[src/rtl/tkpc_pkg.sv]
// Touch key press classifier: shared types and constants.
// Depends on nothing; imported by the lane, merge and top-level modules.
`timescale 1ns / 1ps

package tkpc_pkg;

    localparam int TIME_W   = 32;
    localparam int BITS_W   = 8;
    localparam int KIDX_W   = 3;
    localparam int CFG_IDX_W = 8;
    localparam int CFG_DAT_W = 32;

    // Register indexes on the configuration channel
    localparam logic [CFG_IDX_W-1:0] CFG_FIRST_KEY_BIT   = 8'd0;
    localparam logic [CFG_IDX_W-1:0] CFG_SHORT_MIN_TIME  = 8'd1;
    localparam logic [CFG_IDX_W-1:0] CFG_SHORT_MAX_TIME  = 8'd2;
    localparam logic [CFG_IDX_W-1:0] CFG_LONG_PRESS_TIME = 8'd3;

    // Reset values
    localparam logic [KIDX_W-1:0] RST_FIRST_KEY_BIT   = 3'd3;
    localparam logic [TIME_W-1:0] RST_SHORT_MIN_TIME  = 32'd1;
    localparam logic [TIME_W-1:0] RST_SHORT_MAX_TIME  = 32'd1000;
    localparam logic [TIME_W-1:0] RST_LONG_PRESS_TIME = 32'd2500;

    typedef enum logic [1:0] {
        EV_NONE     = 2'd0,
        EV_PRESSED  = 2'd1,
        EV_HELD     = 2'd2,
        EV_RELEASED = 2'd3
    } t_event;

    typedef struct packed {
        logic [KIDX_W-1:0] first_key_bit;
        logic [TIME_W-1:0] short_min_time;
        logic [TIME_W-1:0] short_max_time;
        logic [TIME_W-1:0] long_press_time;
    } t_cfg;

    typedef struct packed {
        logic [KIDX_W-1:0] key_index;
        logic              touched;
        t_event            event_kind;
        logic [TIME_W-1:0] touch_duration;
        logic              short_press;
        logic              long_press;
        logic              constant_press;
        logic              timer_in_use;
        logic              last_key;
    } t_key_result;

endpackage

[src/rtl/tkpc_if.sv]
// Touch key press classifier: valid/ready channel interfaces.
// Depends on tkpc_pkg for field widths and the event type.
`timescale 1ns / 1ps

interface tkpc_scan_if;
    logic                           valid;
    logic                           ready;
    logic [tkpc_pkg::BITS_W-1:0]    sensor_bits;
    logic [tkpc_pkg::TIME_W-1:0]    reference_time;

    modport source (output valid, sensor_bits, reference_time, input ready);
    modport sink   (input valid, sensor_bits, reference_time, output ready);
endinterface

interface tkpc_result_if;
    logic                           valid;
    logic                           ready;
    logic [tkpc_pkg::KIDX_W-1:0]    key_index;
    logic                           touched;
    tkpc_pkg::t_event               event_kind;
    logic [tkpc_pkg::TIME_W-1:0]    touch_duration;
    logic                           short_press;
    logic                           long_press;
    logic                           constant_press;
    logic                           timer_in_use;
    logic                           last_key;

    modport source (output valid, key_index, touched, event_kind, touch_duration,
                    short_press, long_press, constant_press, timer_in_use, last_key,
                    input ready);
    modport sink   (input valid, key_index, touched, event_kind, touch_duration,
                    short_press, long_press, constant_press, timer_in_use, last_key,
                    output ready);
endinterface

interface tkpc_cfg_if;
    logic                             valid;
    logic                             ready;
    logic [tkpc_pkg::CFG_IDX_W-1:0]   index;
    logic [tkpc_pkg::CFG_DAT_W-1:0]   data;

    modport source (output valid, index, data, input ready);
    modport sink   (input valid, index, data, output ready);
endinterface

[src/rtl/touch_key_press_classifier.sv]
// Touch key press classifier: top level with config registers and key lanes.
// Depends on tkpc_pkg, tkpc_if, tkpc_lane and tkpc_merge.
//
// Usage:
//   i_scan   - one word per scan: sensor status byte and 32-bit timestamp.
//   o_result - NUM_KEYS words per scan, key 0 first; last_key marks the
//              final word of the scan.
//   i_cfg    - register writes (index, data); always ready. Index 0 first
//              key bit, 1 short minimum, 2 short maximum, 3 long threshold;
//              other indexes are dropped. Write only while the block is idle.
// Latency: the first word of a scan is valid the cycle after the scan is
//   taken; the rest follow one per cycle while the receiver is ready.
// Throughput: each scan's words leave through the single result port that
//   drains the per-scan buffer. All lanes classify a scan in the cycle it
//   is accepted, so a new scan is taken in the same cycle as the last word
//   of the previous one leaves.
// Reset (synchronous, active low): all key state cleared, registers back to
//   first bit 3, minimum 1, maximum 1000, long threshold 2500; no words pending.
// Stall: while o_result is not taken the buffer holds its word and i_scan
//   ready stays low once the previous scan's words are not all gone.
`timescale 1ns / 1ps

module touch_key_press_classifier #(
    parameter int NUM_KEYS = 2
) (
    input  logic           i_clk,
    input  logic           i_rst_n,
    tkpc_scan_if.sink      i_scan,
    tkpc_result_if.source  o_result,
    tkpc_cfg_if.sink       i_cfg
);
    import tkpc_pkg::*;

    t_cfg r_cfg;
    logic in_fire;
    logic merge_free;

    t_key_result         lane_res [NUM_KEYS];
    logic [NUM_KEYS-1:0] lane_timing;

    // configuration registers; writes never stall
    assign i_cfg.ready = 1'b1;

    always_ff @(posedge i_clk) begin
        if (!i_rst_n) begin
            r_cfg.first_key_bit   <= RST_FIRST_KEY_BIT;
            r_cfg.short_min_time  <= RST_SHORT_MIN_TIME;
            r_cfg.short_max_time  <= RST_SHORT_MAX_TIME;
            r_cfg.long_press_time <= RST_LONG_PRESS_TIME;
        end else if (i_cfg.valid) begin
            unique case (i_cfg.index)
                CFG_FIRST_KEY_BIT:   r_cfg.first_key_bit   <= i_cfg.data[KIDX_W-1:0];
                CFG_SHORT_MIN_TIME:  r_cfg.short_min_time  <= i_cfg.data[TIME_W-1:0];
                CFG_SHORT_MAX_TIME:  r_cfg.short_max_time  <= i_cfg.data[TIME_W-1:0];
                CFG_LONG_PRESS_TIME: r_cfg.long_press_time <= i_cfg.data[TIME_W-1:0];
                default: ;  // unknown index: ignored
            endcase
        end
    end

    // take a scan whenever the result buffer is empty or emptying
    assign i_scan.ready = merge_free;
    assign in_fire      = i_scan.valid && merge_free;

    // one lane per key, each with its own state
    for (genvar k = 0; k < NUM_KEYS; k++) begin : g_lane
        tkpc_lane #(
            .KEY (k)
        ) u_lane (
            .i_clk            (i_clk),
            .i_rst_n          (i_rst_n),
            .i_load           (in_fire),
            .i_sensor_bits    (i_scan.sensor_bits),
            .i_reference_time (i_scan.reference_time),
            .i_cfg            (r_cfg),
            .o_result         (lane_res[k]),
            .o_timing         (lane_timing[k])
        );
    end

    // combines the lanes (timer in use, last marker) and sends one word a cycle while the receiver is ready
    tkpc_merge #(
        .NUM_KEYS (NUM_KEYS)
    ) u_merge (
        .i_clk         (i_clk),
        .i_rst_n       (i_rst_n),
        .i_load        (in_fire),
        .i_lane_res    (lane_res),
        .i_lane_timing (lane_timing),
        .o_free        (merge_free),
        .o_result      (o_result)
    );

endmodule

[src/rtl/tkpc_lane.sv]
// Touch key press classifier: one key lane (state, event, timing, flags).
// Depends on tkpc_pkg.
`timescale 1ns / 1ps

module tkpc_lane #(
    parameter int KEY = 0
) (
    input  logic                          i_clk,
    input  logic                          i_rst_n,
    input  logic                          i_load,
    input  logic [tkpc_pkg::BITS_W-1:0]   i_sensor_bits,
    input  logic [tkpc_pkg::TIME_W-1:0]   i_reference_time,
    input  tkpc_pkg::t_cfg                i_cfg,
    output tkpc_pkg::t_key_result         o_result,
    output logic                          o_timing
);
    import tkpc_pkg::*;

    logic              r_prev,    n_prev;
    logic [TIME_W-1:0] r_start,   n_start;
    logic [TIME_W-1:0] r_elapsed, n_elapsed;
    logic              r_longrep, n_longrep;
    logic              r_timing,  n_timing;

    logic [3:0]        pos;
    logic              cur;
    t_event            ev;
    logic [TIME_W-1:0] delta;
    logic              longrep_mid;
    logic              lp;

    // bit positions past the byte read as untouched
    assign pos = 4'(i_cfg.first_key_bit) + 4'(KEY);
    assign cur = pos[3] ? 1'b0 : i_sensor_bits[pos[2:0]];
    assign delta = i_reference_time - r_start;

    always_comb begin
        unique case ({r_prev, cur})
            2'b01:   ev = EV_PRESSED;
            2'b10:   ev = EV_RELEASED;
            2'b11:   ev = EV_HELD;
            default: ev = EV_NONE;
        endcase
    end

    always_comb begin
        n_prev      = cur;
        n_start     = r_start;
        n_elapsed   = r_elapsed;
        n_timing    = r_timing;
        longrep_mid = r_longrep;
        unique case (ev)
            EV_PRESSED: begin
                longrep_mid = 1'b0;
                n_timing    = 1'b1;
                n_start     = i_reference_time;
            end
            EV_HELD: begin
                if (delta != '0) n_elapsed = delta;
            end
            EV_RELEASED: begin
                if (delta != '0) n_elapsed = delta;
                n_start  = i_reference_time;
                n_timing = 1'b0;
            end
            default: begin
                n_elapsed = '0;
                n_start   = '0;
            end
        endcase
        // stale duration is still seen on a press event
        lp        = (n_elapsed > i_cfg.long_press_time) && !longrep_mid;
        n_longrep = longrep_mid | lp;
    end

    always_comb begin
        o_result.key_index      = KIDX_W'(KEY);
        o_result.touched        = cur;
        o_result.event_kind     = ev;
        o_result.touch_duration = n_elapsed;
        o_result.short_press    = (ev == EV_RELEASED) &&
                                  (n_elapsed > i_cfg.short_min_time) &&
                                  (n_elapsed < i_cfg.short_max_time);
        o_result.long_press     = lp;
        o_result.constant_press = (ev == EV_HELD) && (n_elapsed > i_cfg.short_min_time);
        o_result.timer_in_use   = n_timing;   // merged across lanes later
        o_result.last_key       = 1'b0;       // set by the merge stage
    end

    assign o_timing = n_timing;

    always_ff @(posedge i_clk) begin
        if (!i_rst_n) begin
            r_prev    <= 1'b0;
            r_start   <= '0;
            r_elapsed <= '0;
            r_longrep <= 1'b0;
            r_timing  <= 1'b0;
        end else if (i_load) begin
            r_prev    <= n_prev;
            r_start   <= n_start;
            r_elapsed <= n_elapsed;
            r_longrep <= n_longrep;
            r_timing  <= n_timing;
        end
    end

endmodule

[src/rtl/tkpc_merge.sv]
// Touch key press classifier: merges lane results and serialises them.
// Depends on tkpc_pkg and tkpc_result_if.
`timescale 1ns / 1ps

module tkpc_merge #(
    parameter int NUM_KEYS = 2
) (
    input  logic                    i_clk,
    input  logic                    i_rst_n,
    input  logic                    i_load,
    input  tkpc_pkg::t_key_result   i_lane_res [NUM_KEYS],
    input  logic [NUM_KEYS-1:0]     i_lane_timing,
    output logic                    o_free,
    tkpc_result_if.source           o_result
);
    import tkpc_pkg::*;

    localparam int CNT_W = $clog2(NUM_KEYS + 1);

    t_key_result r_buf [NUM_KEYS];
    t_key_result n_buf [NUM_KEYS];
    logic [CNT_W-1:0] r_cnt, n_cnt;
    logic any_timing;
    logic out_fire;

    assign any_timing = |i_lane_timing;
    assign out_fire   = o_result.valid && o_result.ready;
    // free when empty, or once the last pending word leaves this cycle
    assign o_free = (r_cnt == '0) || ((r_cnt == CNT_W'(1)) && o_result.ready);

    always_comb begin
        n_buf = r_buf;
        n_cnt = r_cnt;
        if (i_load) begin
            for (int k = 0; k < NUM_KEYS; k++) begin
                n_buf[k]              = i_lane_res[k];
                n_buf[k].timer_in_use = any_timing;
                n_buf[k].last_key     = (k == NUM_KEYS - 1);
            end
            n_cnt = CNT_W'(NUM_KEYS);
        end else if (out_fire) begin
            for (int k = 0; k < NUM_KEYS - 1; k++) begin
                n_buf[k] = r_buf[k + 1];
            end
            n_cnt = r_cnt - CNT_W'(1);
        end
    end

    always_ff @(posedge i_clk) begin
        if (!i_rst_n) begin
            r_cnt <= '0;
        end else begin
            r_cnt <= n_cnt;
        end
    end

    always_ff @(posedge i_clk) begin
        r_buf <= n_buf;
    end

    assign o_result.valid          = (r_cnt != '0);
    assign o_result.key_index      = r_buf[0].key_index;
    assign o_result.touched        = r_buf[0].touched;
    assign o_result.event_kind     = r_buf[0].event_kind;
    assign o_result.touch_duration = r_buf[0].touch_duration;
    assign o_result.short_press    = r_buf[0].short_press;
    assign o_result.long_press     = r_buf[0].long_press;
    assign o_result.constant_press = r_buf[0].constant_press;
    assign o_result.timer_in_use   = r_buf[0].timer_in_use;
    assign o_result.last_key       = r_buf[0].last_key;

endmodule
[src/flat_wrapper.sv]
// flat-port wrapper written by rule: the top's interface ports become plain ports
module touch_key_press_classifier_flat import tkpc_pkg::*;
#(
    parameter int NUM_KEYS = 2
)
  (i_clk, i_rst_n, i_scan_valid, i_scan_sensor_bits, i_scan_reference_time, i_scan_ready, o_result_valid, o_result_key_index, o_result_touched, o_result_event_kind, o_result_touch_duration, o_result_short_press, o_result_long_press, o_result_constant_press, o_result_timer_in_use, o_result_last_key, o_result_ready, i_cfg_valid, i_cfg_index, i_cfg_data, i_cfg_ready);
  tkpc_scan_if i_scan_i ();
  tkpc_result_if o_result_i ();
  tkpc_cfg_if i_cfg_i ();
  input  logic i_clk;
  input  logic i_rst_n;
  input wire logic [$bits(i_scan_i.valid)-1:0] i_scan_valid;
  input wire logic [$bits(i_scan_i.sensor_bits)-1:0] i_scan_sensor_bits;
  input wire logic [$bits(i_scan_i.reference_time)-1:0] i_scan_reference_time;
  output wire logic [$bits(i_scan_i.ready)-1:0] i_scan_ready;
  output wire logic [$bits(o_result_i.valid)-1:0] o_result_valid;
  output wire logic [$bits(o_result_i.key_index)-1:0] o_result_key_index;
  output wire logic [$bits(o_result_i.touched)-1:0] o_result_touched;
  output wire logic [$bits(o_result_i.event_kind)-1:0] o_result_event_kind;
  output wire logic [$bits(o_result_i.touch_duration)-1:0] o_result_touch_duration;
  output wire logic [$bits(o_result_i.short_press)-1:0] o_result_short_press;
  output wire logic [$bits(o_result_i.long_press)-1:0] o_result_long_press;
  output wire logic [$bits(o_result_i.constant_press)-1:0] o_result_constant_press;
  output wire logic [$bits(o_result_i.timer_in_use)-1:0] o_result_timer_in_use;
  output wire logic [$bits(o_result_i.last_key)-1:0] o_result_last_key;
  input wire logic [$bits(o_result_i.ready)-1:0] o_result_ready;
  input wire logic [$bits(i_cfg_i.valid)-1:0] i_cfg_valid;
  input wire logic [$bits(i_cfg_i.index)-1:0] i_cfg_index;
  input wire logic [$bits(i_cfg_i.data)-1:0] i_cfg_data;
  output wire logic [$bits(i_cfg_i.ready)-1:0] i_cfg_ready;
  assign i_scan_i.valid = i_scan_valid;
  assign i_scan_i.sensor_bits = i_scan_sensor_bits;
  assign i_scan_i.reference_time = i_scan_reference_time;
  assign i_scan_ready = i_scan_i.ready;
  assign o_result_valid = o_result_i.valid;
  assign o_result_key_index = o_result_i.key_index;
  assign o_result_touched = o_result_i.touched;
  assign o_result_event_kind = o_result_i.event_kind;
  assign o_result_touch_duration = o_result_i.touch_duration;
  assign o_result_short_press = o_result_i.short_press;
  assign o_result_long_press = o_result_i.long_press;
  assign o_result_constant_press = o_result_i.constant_press;
  assign o_result_timer_in_use = o_result_i.timer_in_use;
  assign o_result_last_key = o_result_i.last_key;
  assign o_result_i.ready = o_result_ready;
  assign i_cfg_i.valid = i_cfg_valid;
  assign i_cfg_i.index = i_cfg_index;
  assign i_cfg_i.data = i_cfg_data;
  assign i_cfg_ready = i_cfg_i.ready;
  touch_key_press_classifier #(.NUM_KEYS(NUM_KEYS)) u_core (.i_clk(i_clk), .i_rst_n(i_rst_n), .i_scan(i_scan_i), .o_result(o_result_i), .i_cfg(i_cfg_i));
endmodule
[config.mk]
export PLATFORM = sky130hd
export DESIGN_NAME = touch_key_press_classifier_flat
export DESIGN_NICKNAME = d
export VERILOG_FILES = /design/src/rtl/tkpc_pkg.sv /design/src/rtl/tkpc_if.sv /design/src/rtl/touch_key_press_classifier.sv /design/src/rtl/tkpc_lane.sv /design/src/rtl/tkpc_merge.sv /design/src/flat_wrapper.sv
export SDC_FILE = /design/constraint.sdc
export NUM_CORES = 1
export LEC_CHECK = 0
export ABC_AREA = 0
export BUFFER_PORTS_ARGS = -buffer_cell sky130_fd_sc_hd__buf_2
export CAP_MARGIN = 25
export CORE_AREA = 10 10 262 214
export CTS_CLUSTER_SIZE = 14
export DETAILED_ROUTE_END_ITERATION = 10
export DIE_AREA = 0 0 272 224
export PLACE_DENSITY = 0.63
export SETUP_SLACK_MARGIN = 0.02
export SLEW_MARGIN = 20
export SYNTH_ARGS = -nofsm -noshare
export SYNTH_HDL_FRONTEND = slang
export SYNTH_HIERARCHICAL = 1
export SYNTH_SLANG_ARGS = --single-unit
[constraint.sdc]
create_clock -name i_clk -period 9.1 [get_ports i_clk]
set_input_delay 1.365 -clock i_clk [delete_from_list [all_inputs] [get_ports i_clk]]
set_output_delay 1.365 -clock i_clk [all_outputs]
set_load 0.05 [all_outputs]
# [Yosys cells after proc, flatten, opt, wreduce, memory -nomap -nowiden]
# Cells that the tools add are included.
[op_classes] reduce_logical=32 mux=21 magnitude_cmp=8 eq_ne=16 n_addsub=4 n_bitwise=5
[op_table] cell="32-bit case mux with 2 select lines" n=4
[op_table] cell="32-bit greater-than comparator" n=4
[op_table] cell="40-bit two-way mux" n=2
[op_table] cell="32-bit less-than comparator" n=2
[op_table] cell="32-bit two-way mux" n=2
[op_table] cell="32-bit nonzero test" n=2
[op_table] cell="32-bit subtractor" n=2
[op_table] cell="2-bit == test (second input constant)" n=8
[op_table] cell="8-bit by 2-bit == test with 1-bit output (second input constant)" n=2
[op_table] cell="2-bit case mux with 3 select lines" n=2
[op_table] cell="2-bit AND reduction" n=6
[op_table] cell="2-bit OR reduction" n=6
[op_table] cell="1-bit logical AND" n=11
[op_table] cell="2-bit by 1-bit == test with 1-bit output (second input constant)" n=5
[op_table] cell="8-bit by 1-bit == test with 1-bit output (second input constant)" n=1
[op_table] cell="8-bit zero test" n=1
[op_table] cell="3-bit by 4-bit less-than comparator with 1-bit output (second input constant)" n=2
[op_table] cell="1-bit binary-select mux with 3-bit select" n=2
[op_table] cell="1-bit two-way mux" n=5
[op_table] cell="3-bit by 1-bit adder with 4-bit output (second input constant)" n=1
[op_table] cell="2-bit two-way mux" n=2
[op_table] cell="1-bit case mux with 2 select lines" n=2
[op_table] cell="2-bit nonzero test" n=2
[op_table] cell="1-bit inverter" n=3
[op_table] cell="other kinds (5)" n=7
[word_totals] input_bits=85 wordCells=117 reg_bits=314

# [Longest topological paths before layout]
# Gate-level depths: netlist of run 1.
[logic_depth] ltp_word=12 ltp_mapped=29

# [Cells and area by module]
# The synthesis of run 1 kept the hierarchy.
[by_module_without_submodules] mod="tkpc_lane at u_core.g_lane[1].u_lane" seq_area_each_um2=1341.3 area_each_um2=8191.6 instances=1 cells_per_inst=1102
[by_module_without_submodules] mod="tkpc_lane at u_core.g_lane[0].u_lane" seq_area_each_um2=1341.3 area_each_um2=7796.2 instances=1 cells_per_inst=1026
[by_module_without_submodules] mod="touch_key_press_classifier" seq_area_each_um2=1981.9 area_each_um2=3862.5 instances=1 cells_per_inst=376
[by_module_without_submodules] mod="tkpc_merge" seq_area_each_um2=2582.5 area_each_um2=3689.8 instances=1 cells_per_inst=282

# [Worst setup path after synthesis of run 1]
# No wires, ideal clock.
[synth_path] kind="input -> register" start="input port i_scan_reference_time[0]" end="register u_core/u_merge/r_buf[3] (netlist name) (data pin)" path_slack_ps=2039 setup_ps=251 stages=28 t_arrival_ps=6810 cell_sequence="inv_1 -> ha_1 -> fa_1 -> nand2b_1 -> a21bo_2 -> a2111oi_4 -> or3_1 -> o21ai_1 -> a311oi_1 -> nand4_1 -> or3_1 -> buf_6 -> a21oi_4 -> buf_6 -> a22o_1 -> ha_1 -> a21o_1 -> a21o_1 -> a21o_1 -> a21oi_1 -> o21ai_0 -> a221oi_1 -> o21ai_0 -> or3_1 -> o21a_1 -> mux2i_1 -> a211oi_1 -> buf_4"
[synth_rtl] element="start, declared" line_no="flat_wrapper.sv:14" text="input wire logic [$bits(i_scan_i.reference_time)-1:0] i_scan_reference_time;"
[synth_rtl] element="end signal, assigned" line_no="tkpc_merge.sv:58" text="r_buf <= n_buf;"
[synth_rtl] element="end, declared" line_no="tkpc_merge.sv:20" text="t_key_result r_buf [NUM_KEYS];"

==> results of run 1 <==
==> state kept, by name, summed over array words and instances, names as in the netlist <==
register,cells
u_core/g_lane.u_lane/r_elapsed,64
u_core/g_lane.u_lane/r_longrep,2
u_core/g_lane.u_lane/r_prev,2
u_core/g_lane.u_lane/r_start,64
u_core/g_lane.u_lane/r_timing,2
u_core/r_cfg,99
u_core/u_merge/o_result.constant_press,1
u_core/u_merge/o_result.event_kind,2
u_core/u_merge/o_result.key_index,3
u_core/u_merge/o_result.last_key,1
u_core/u_merge/o_result.long_press,1
u_core/u_merge/o_result.short_press,1
u_core/u_merge/o_result.timer_in_use,1
u_core/u_merge/o_result.touch_duration,32
u_core/u_merge/o_result.touched,1
u_core/u_merge/r_buf,42
u_core/u_merge/r_cnt,2
==> worst max-delay path, cell delays in order <==
cell       delay [ns]
buf_2            0.14
ha_1             0.46
a21oi_1          0.38
o211ai_1         0.15
a211oi_1         0.51
o2111ai_1        0.30
a21o_1           0.27
a211oi_1         0.20
or4b_1           0.49
or3_1            0.50
a21oi_4          0.66
a22o_1           0.57
ha_1             0.35
a21o_1           0.16
a21oi_1          0.29
o21ai_0          0.18
a221oi_1         0.28
o21ai_0          0.23
or3_1            0.44
o21a_1           0.13
mux2i_1          0.17
a211oi_1         0.08
==> per-stage QoR <==
stage                     hold slack, ns  instance area, µm²  setup slack (ns)  cells  utilization, %
final                              0.454               25600              1.08   3539            50.6
after global routing               0.477               25600             0.781   3537            50.6
after CTS                          0.453               25600              1.31   3537            50.6
after detailed placement           0.445               24300             0.745   3468            48.0
after global placement             0.441               24300             0.913   3467            48.0
after floorplan                    0.432               23500              2.04   2785               -
==> metal layers <==
layer | up-vias | global-route usage, %
li1 | 9878 | -
met5 | - | 0
met2 | 822 | 37.2
met4 | 0 | 6.12
met3 | 104 | 3.50
met1 | 10000 | 37.9
==> cell usage in the layout, fill, tap and decap left out, drive strengths merged, types with 6 or more instances in the layout <==
cell    count
xnor2      21
nor3       33
o21bai      6
nor2b      54
a221oi      8
a211oi     28
a21o       76
conb        7
a22o       71
ha        263
o22ai       6
a21boi     72
and2       18
mux2i     108
nand3      99
or2         7
nor4       17
a21oi     161
o211ai     17
o21ai     163
clkinv     14
nand2     389
or3        20
nor2       93
edfxtp     84
buf       177
a31oi       6
a31o       10
clkbuf     49
inv       290
xor2       16
and3       11
o21a       31
nand2b     23
dfxtp     236
nand4      55
a32o        7
o31ai      12
==> worst min path at each step <==
stage | startpoint | to | slack, ns
global placement | u_core/g_lane[0].u_lane/r_start[3] | u_core/g_lane[0].u_lane/r_start[3] | 0.44
finish | u_core/g_lane[0].u_lane/r_start[3] | u_core/g_lane[0].u_lane/r_start[3] | 0.45
CTS | u_core/g_lane[0].u_lane/r_start[22] | u_core/g_lane[0].u_lane/r_start[22] | 0.45
floorplan | u_core/g_lane[0].u_lane/r_start[10] | u_core/g_lane[0].u_lane/r_start[10] | 0.43
global route | u_core/g_lane[0].u_lane/r_start[26] | u_core/g_lane[0].u_lane/r_start[26] | 0.48
detailed placement | u_core/g_lane[0].u_lane/r_start[22] | u_core/g_lane[0].u_lane/r_start[22] | 0.45
==> layout make-up <==
cell class | count | area, µm² | share of cell area [%]
multi-input cells | 1995 | 14100 | 55.0
flip-flops and latches | 320 | 7250 | 28.3
inverters | 292 | 1100 | 4.28
clock buffers | 49 | 1060 | 4.12
repair buffers | 177 | 1040 | 4.05
well taps | 684 | 856 | 3.34
clock inverters | 20 | 231 | 0.904
diodes | 2 | 5.00 | 0.0195
==> power groups by stage <==
stage          clock network (mW)  registers [mW]  logic (mW)
3_3_place_gp                    0            1.63        1.41
5_1_grt                      1.69            1.61        1.57
4_1_cts                      1.65            1.60        1.44
2_1_floorplan                   0            1.64        1.01
3_5_place_dp                    0            1.63        1.43
6_report                     1.62            1.60        1.47
==> metrics.txt, run 1 <==
startpoint of the worst register-to-register path u_core/r_cfg[96]; Switch Pwr 1.70 mW; # clock sinks 320; Layout Skew 0.0174 ns; CTS H-tree depth 2; I/O pins 131; CP required 9.40 ns; dpl hpwl 61.3 mm; r2r worst-path depth 24; drt wl/cell 22.5 µm; GR Overflow Total 0; Initial DRC Count 2049; Setup crit start i_scan_reference_time[25]; clock transition at the registers of the reported paths 0.06 ns; Post-CTS Setup Inserts 0; Sequential Power Share 34.2%; DR WL met2 33.2 mm; DRC 0; Clock Tree Buf Depth 3; synthesized area per cell 8.45 µm²; ratio of cells with drive above 1 in the final layout 11.6%; final WL 79.6 mm; Pwr Density 183 nW/µm²; Least-Margin Pin Slew 1.07 ns; wire length on met1 38.6 mm; highest routed layer met4; Ys Warns 6; Clock Root Buffer clkbuf_16; synthesis-to-layout area growth 8.95%; Max FO, Critical Path 28; leakage power total 10.8 nW; All-Layer GR Usage 25.3%; CTS buffer count 38; fillers 4846; core region area 50600 µm²; FF-to-FF End u_core/u_merge/r_buf[3]; RSZ-0062 raised after global routing no; Final Power 4.69 mW; DR pass1 iterations 7; crit path DAT 8.32 ns; WS Path Type in -> reg; max-cap violation count 0; Rows 74; die footprint 60900 µm²; Syn Std Cell Area 23500 µm²; final setup vio count 0; Setup crit end kind register; VDD IR-drop max 0.102 mV; status finished clean; initial antenna violation count 1; synthesized instance count 2782; PostCTS Resize Cnt 0; Hold Crit Class reg -> reg; Reg2Reg Setup Slack 1.54 ns; Final nets 3174; post-route ant nets 0; clk_lat worst skew 0.57 ns; Initial Utilization 46.4%; internal power 2.99 mW; largest net degree at the start of global routing 94; Horiz. Die Dim 272 µm; Sw Share 36.2%; Comb power frac 31.3%; normalized max-slew margin 28.9%; Post-CTS Hold Buffers 0; CTS tree yes; Period minus WS final 8.02 ns; Period Utilization, post-route 88.1%; clock share of power 34.5%; gpl congestion 0.990; TNS Setup 0 ns; I/O Buffers 129; worst setup path end u_core/u_merge/r_buf[3]; startpoint types primary input; number of global-route vias before repair 19700; DR WL met3 6.27 mm; final hold vios 0; vias per inst 5.89; Vias 20800; first-pass GRT wire length 121 mm; DIE HEIGHT 224 µm; FMAX 125 MHz; WHS Path Cells 2; Slew Limit Fails 0
No activity file was read; power rests on OpenSTA's default activity.
==> inputs of run 2 (changes only) <==
- BUFFER_PORTS_ARGS: -buffer_cell sky130_fd_sc_hd__buf_2 -> -buffer_cell sky130_fd_sc_hd__buf_4
==> metrics.txt, run 2 (synthesized netlist as in run 1, its figures left out) <==
vias per inst 5.92 (was 5.89); Slew Limit Fails 0 (unchanged); commonest non-fill, non-tap cell in the layout nand2_1 (unchanged); Hold Crit Class reg -> reg (unchanged); worst setup path end u_core/u_merge/r_buf[4] (was u_core/u_merge/r_buf[3]); status finished clean (unchanged); Horiz. Die Dim 272 µm (unchanged); crit path DAT 8.40 ns (was 8.32 ns); FF-to-FF End u_core/u_merge/r_buf[4] (was u_core/u_merge/r_buf[3]); Initial DRC Count 2234 (was 2049); final WL 82.4 mm (was 79.6 mm); Post-CTS Hold Buffers 0 (unchanged); max-cap violation count 0 (unchanged); die footprint 60900 µm² (unchanged); most frequent cells in the layout 380 x nand2_1, 288 x inv_1, 263 x ha_1, 236 x dfxtp_1, 172 x buf_4 (was 380 x nand2_1, 288 x inv_1, 262 x ha_1, 236 x dfxtp_1, 148 x a21oi_1); top flop regs u_core/r_cfg: 99 flops, u_core/g_lane.u_lane/r_elapsed: 64 flops, u_core/g_lane.u_lane/r_start: 64 flops (unchanged); Top delay family on crit path compound AO/OA/AOI/OAI gates (unchanged); clk_lat worst skew 0.57 ns (about the same); gpl congestion 1.00 (was 0.990); DRC 0 (unchanged); All-Layer GR Usage 26.0% (was 25.3%); I/O Buffers 129 (unchanged); # diodes 0 (was 2); # clock sinks 320 (unchanged); fillers 4902 (was 4846); PostCTS Resize Cnt 0 (unchanged); startpoint types primary input (unchanged); number of global-route vias before repair 19600 (was 19700); post-route ant nets 0 (unchanged); startpoint of the worst register-to-register path u_core/r_cfg[96] (unchanged); I/O pins 131 (unchanged); Period minus WS final 8.02 ns (about the same); CTS H-tree depth 2 (unchanged); TNS Setup 0 ns (unchanged); Clock Root Buffer clkbuf_16 (unchanged); DIE HEIGHT 224 µm (unchanged); core region area 50600 µm² (unchanged); Setup crit end kind register (unchanged); Pwr Density 182 nW/µm² (was 183 nW/µm²); final setup vio count 0 (unchanged); Initial Utilization 46.4% (unchanged); Max stage delay on crit path 0.65 ns (was 0.66 ns); Rows 74 (unchanged); CTS tree yes (unchanged); normalized max-slew margin 34.7% (was 28.9%); RSZ-0062 raised after global routing no (unchanged); VDD IR-drop max 0.128 mV (was 0.102 mV); CTS buffer count 36 (was 38); Post-CTS Setup Inserts 0 (unchanged); cell count after placement 3464 (was 3468); CP dominant cell by count a21o_1 (was a211oi_1); number of flip-flops under the largest register name 99 (unchanged); Final Instance Count excl. Fillers 3528 (was 3539); first-pass GRT wire length 124 mm (was 121 mm); Least-Margin Pin Slew 0.977 ns (was 1.07 ns); FMAX 125 MHz (about the same); synthesis-to-layout area growth 9.91% (was 8.95%); Hold WS 0.452 ns (was 0.454 ns); dpl hpwl 64.3 mm (was 61.3 mm); Buf/Inv on CP 3 (was 1); initial antenna violation count 2 (was 1); leakage power total 10.8 nW (about the same); Max FO, Critical Path 24 (was 28); largest net degree at the start of global routing 85 (was 94); ratio of cells with drive above 1 in the final layout 11.4% (was 11.6%); GR Overflow Total 0 (unchanged); DR pass1 iterations 6 (was 7); slowest CP cell a2111oi_4 (was a21oi_4); largest register by flop count u_core/r_cfg (unchanged); Final nets 3168 (was 3174); Layout Skew 0.0206 ns (was 0.0174 ns); clock transition at the registers of the reported paths 0.07 ns (was 0.06 ns); CP required 9.49 ns (was 9.40 ns); Clock Tree Buf Depth 3 (unchanged); final hold vios 0 (unchanged); WS Path Type in -> reg (unchanged); r2r worst-path depth 26 (was 24); drt wl/cell 23.4 µm (was 22.5 µm); Reg2Reg Setup Slack 1.46 ns (was 1.54 ns); Period Utilization, post-route 88.1% (about the same); Worst path depth 27 (was 22); Vias 20900 (was 20800); Setup crit start i_scan_reference_time[0] (was i_scan_reference_time[25])
[run 2: report_power, final]
group	internal, mW	switching, mW
clock network	0.947	0.631
registers	1.57	0.0371
logic	0.489	1.03
total	3.00	1.70
[run 2: how the worst min path moves through the flow]
stage                                         from                                   to  slack (ns)  cells past startpoint
3_5_place_dp    u_core/g_lane[0].u_lane/r_start[9]   u_core/g_lane[0].u_lane/r_start[9]        0.44                      2
6_report       u_core/g_lane[0].u_lane/r_start[21]  u_core/g_lane[0].u_lane/r_start[21]        0.45                      2
5_1_grt        u_core/g_lane[0].u_lane/r_start[11]  u_core/g_lane[0].u_lane/r_start[11]        0.48                      2
2_1_floorplan  u_core/g_lane[0].u_lane/r_start[10]  u_core/g_lane[0].u_lane/r_start[10]        0.43                      2
3_3_place_gp   u_core/g_lane[0].u_lane/r_start[22]  u_core/g_lane[0].u_lane/r_start[22]        0.44                      2
4_1_cts         u_core/g_lane[0].u_lane/r_start[9]   u_core/g_lane[0].u_lane/r_start[9]        0.45                      2
[run 2: worst min-delay path: cells and delay by family, from the launching register on]
| kind | cells | cell delay, ns |
|---|---|---|
| DFF | 1 | 0.31 |
| AOI/OAI and AO/OA | 1 | 0.05 |
| and+or+nand+nor | 1 | 0.05 |
[run 2: cell type report]
type	count	area [µm²]	area share (%)
well taps	684	856	3.31
multi-input cells	1995	14100	54.5
clock inverters	12	161	0.625
repair buffers	173	1300	5.04
clock buffers	52	1090	4.23
flip-flops and latches	320	7250	28.0
inverters	292	1100	4.24
[run 2: stage by stage]
step | util [%] | instance area (µm²) | worst slack, ns | power (mW)
4_1_cts | 51.0 | 25800 | 1.31 | 4.70
6_report | 51.0 | 25800 | 1.08 | 4.70
2_1_floorplan | - | 23500 | 2.04 | 2.65
3_3_place_gp | 48.5 | 24600 | 0.925 | 3.10
5_1_grt | 51.0 | 25800 | 0.755 | 4.89
3_5_place_dp | 48.5 | 24600 | 0.812 | 3.12
[run 2: routing by layer]
metal	track usage, %	vias up	wire [µm]
met1	38.3	10100	39300
li1	-	9869	-
met2	38.1	822	34000
met3	5.64	108	7460
met4	5.64	0	1680
met5	0	-	0
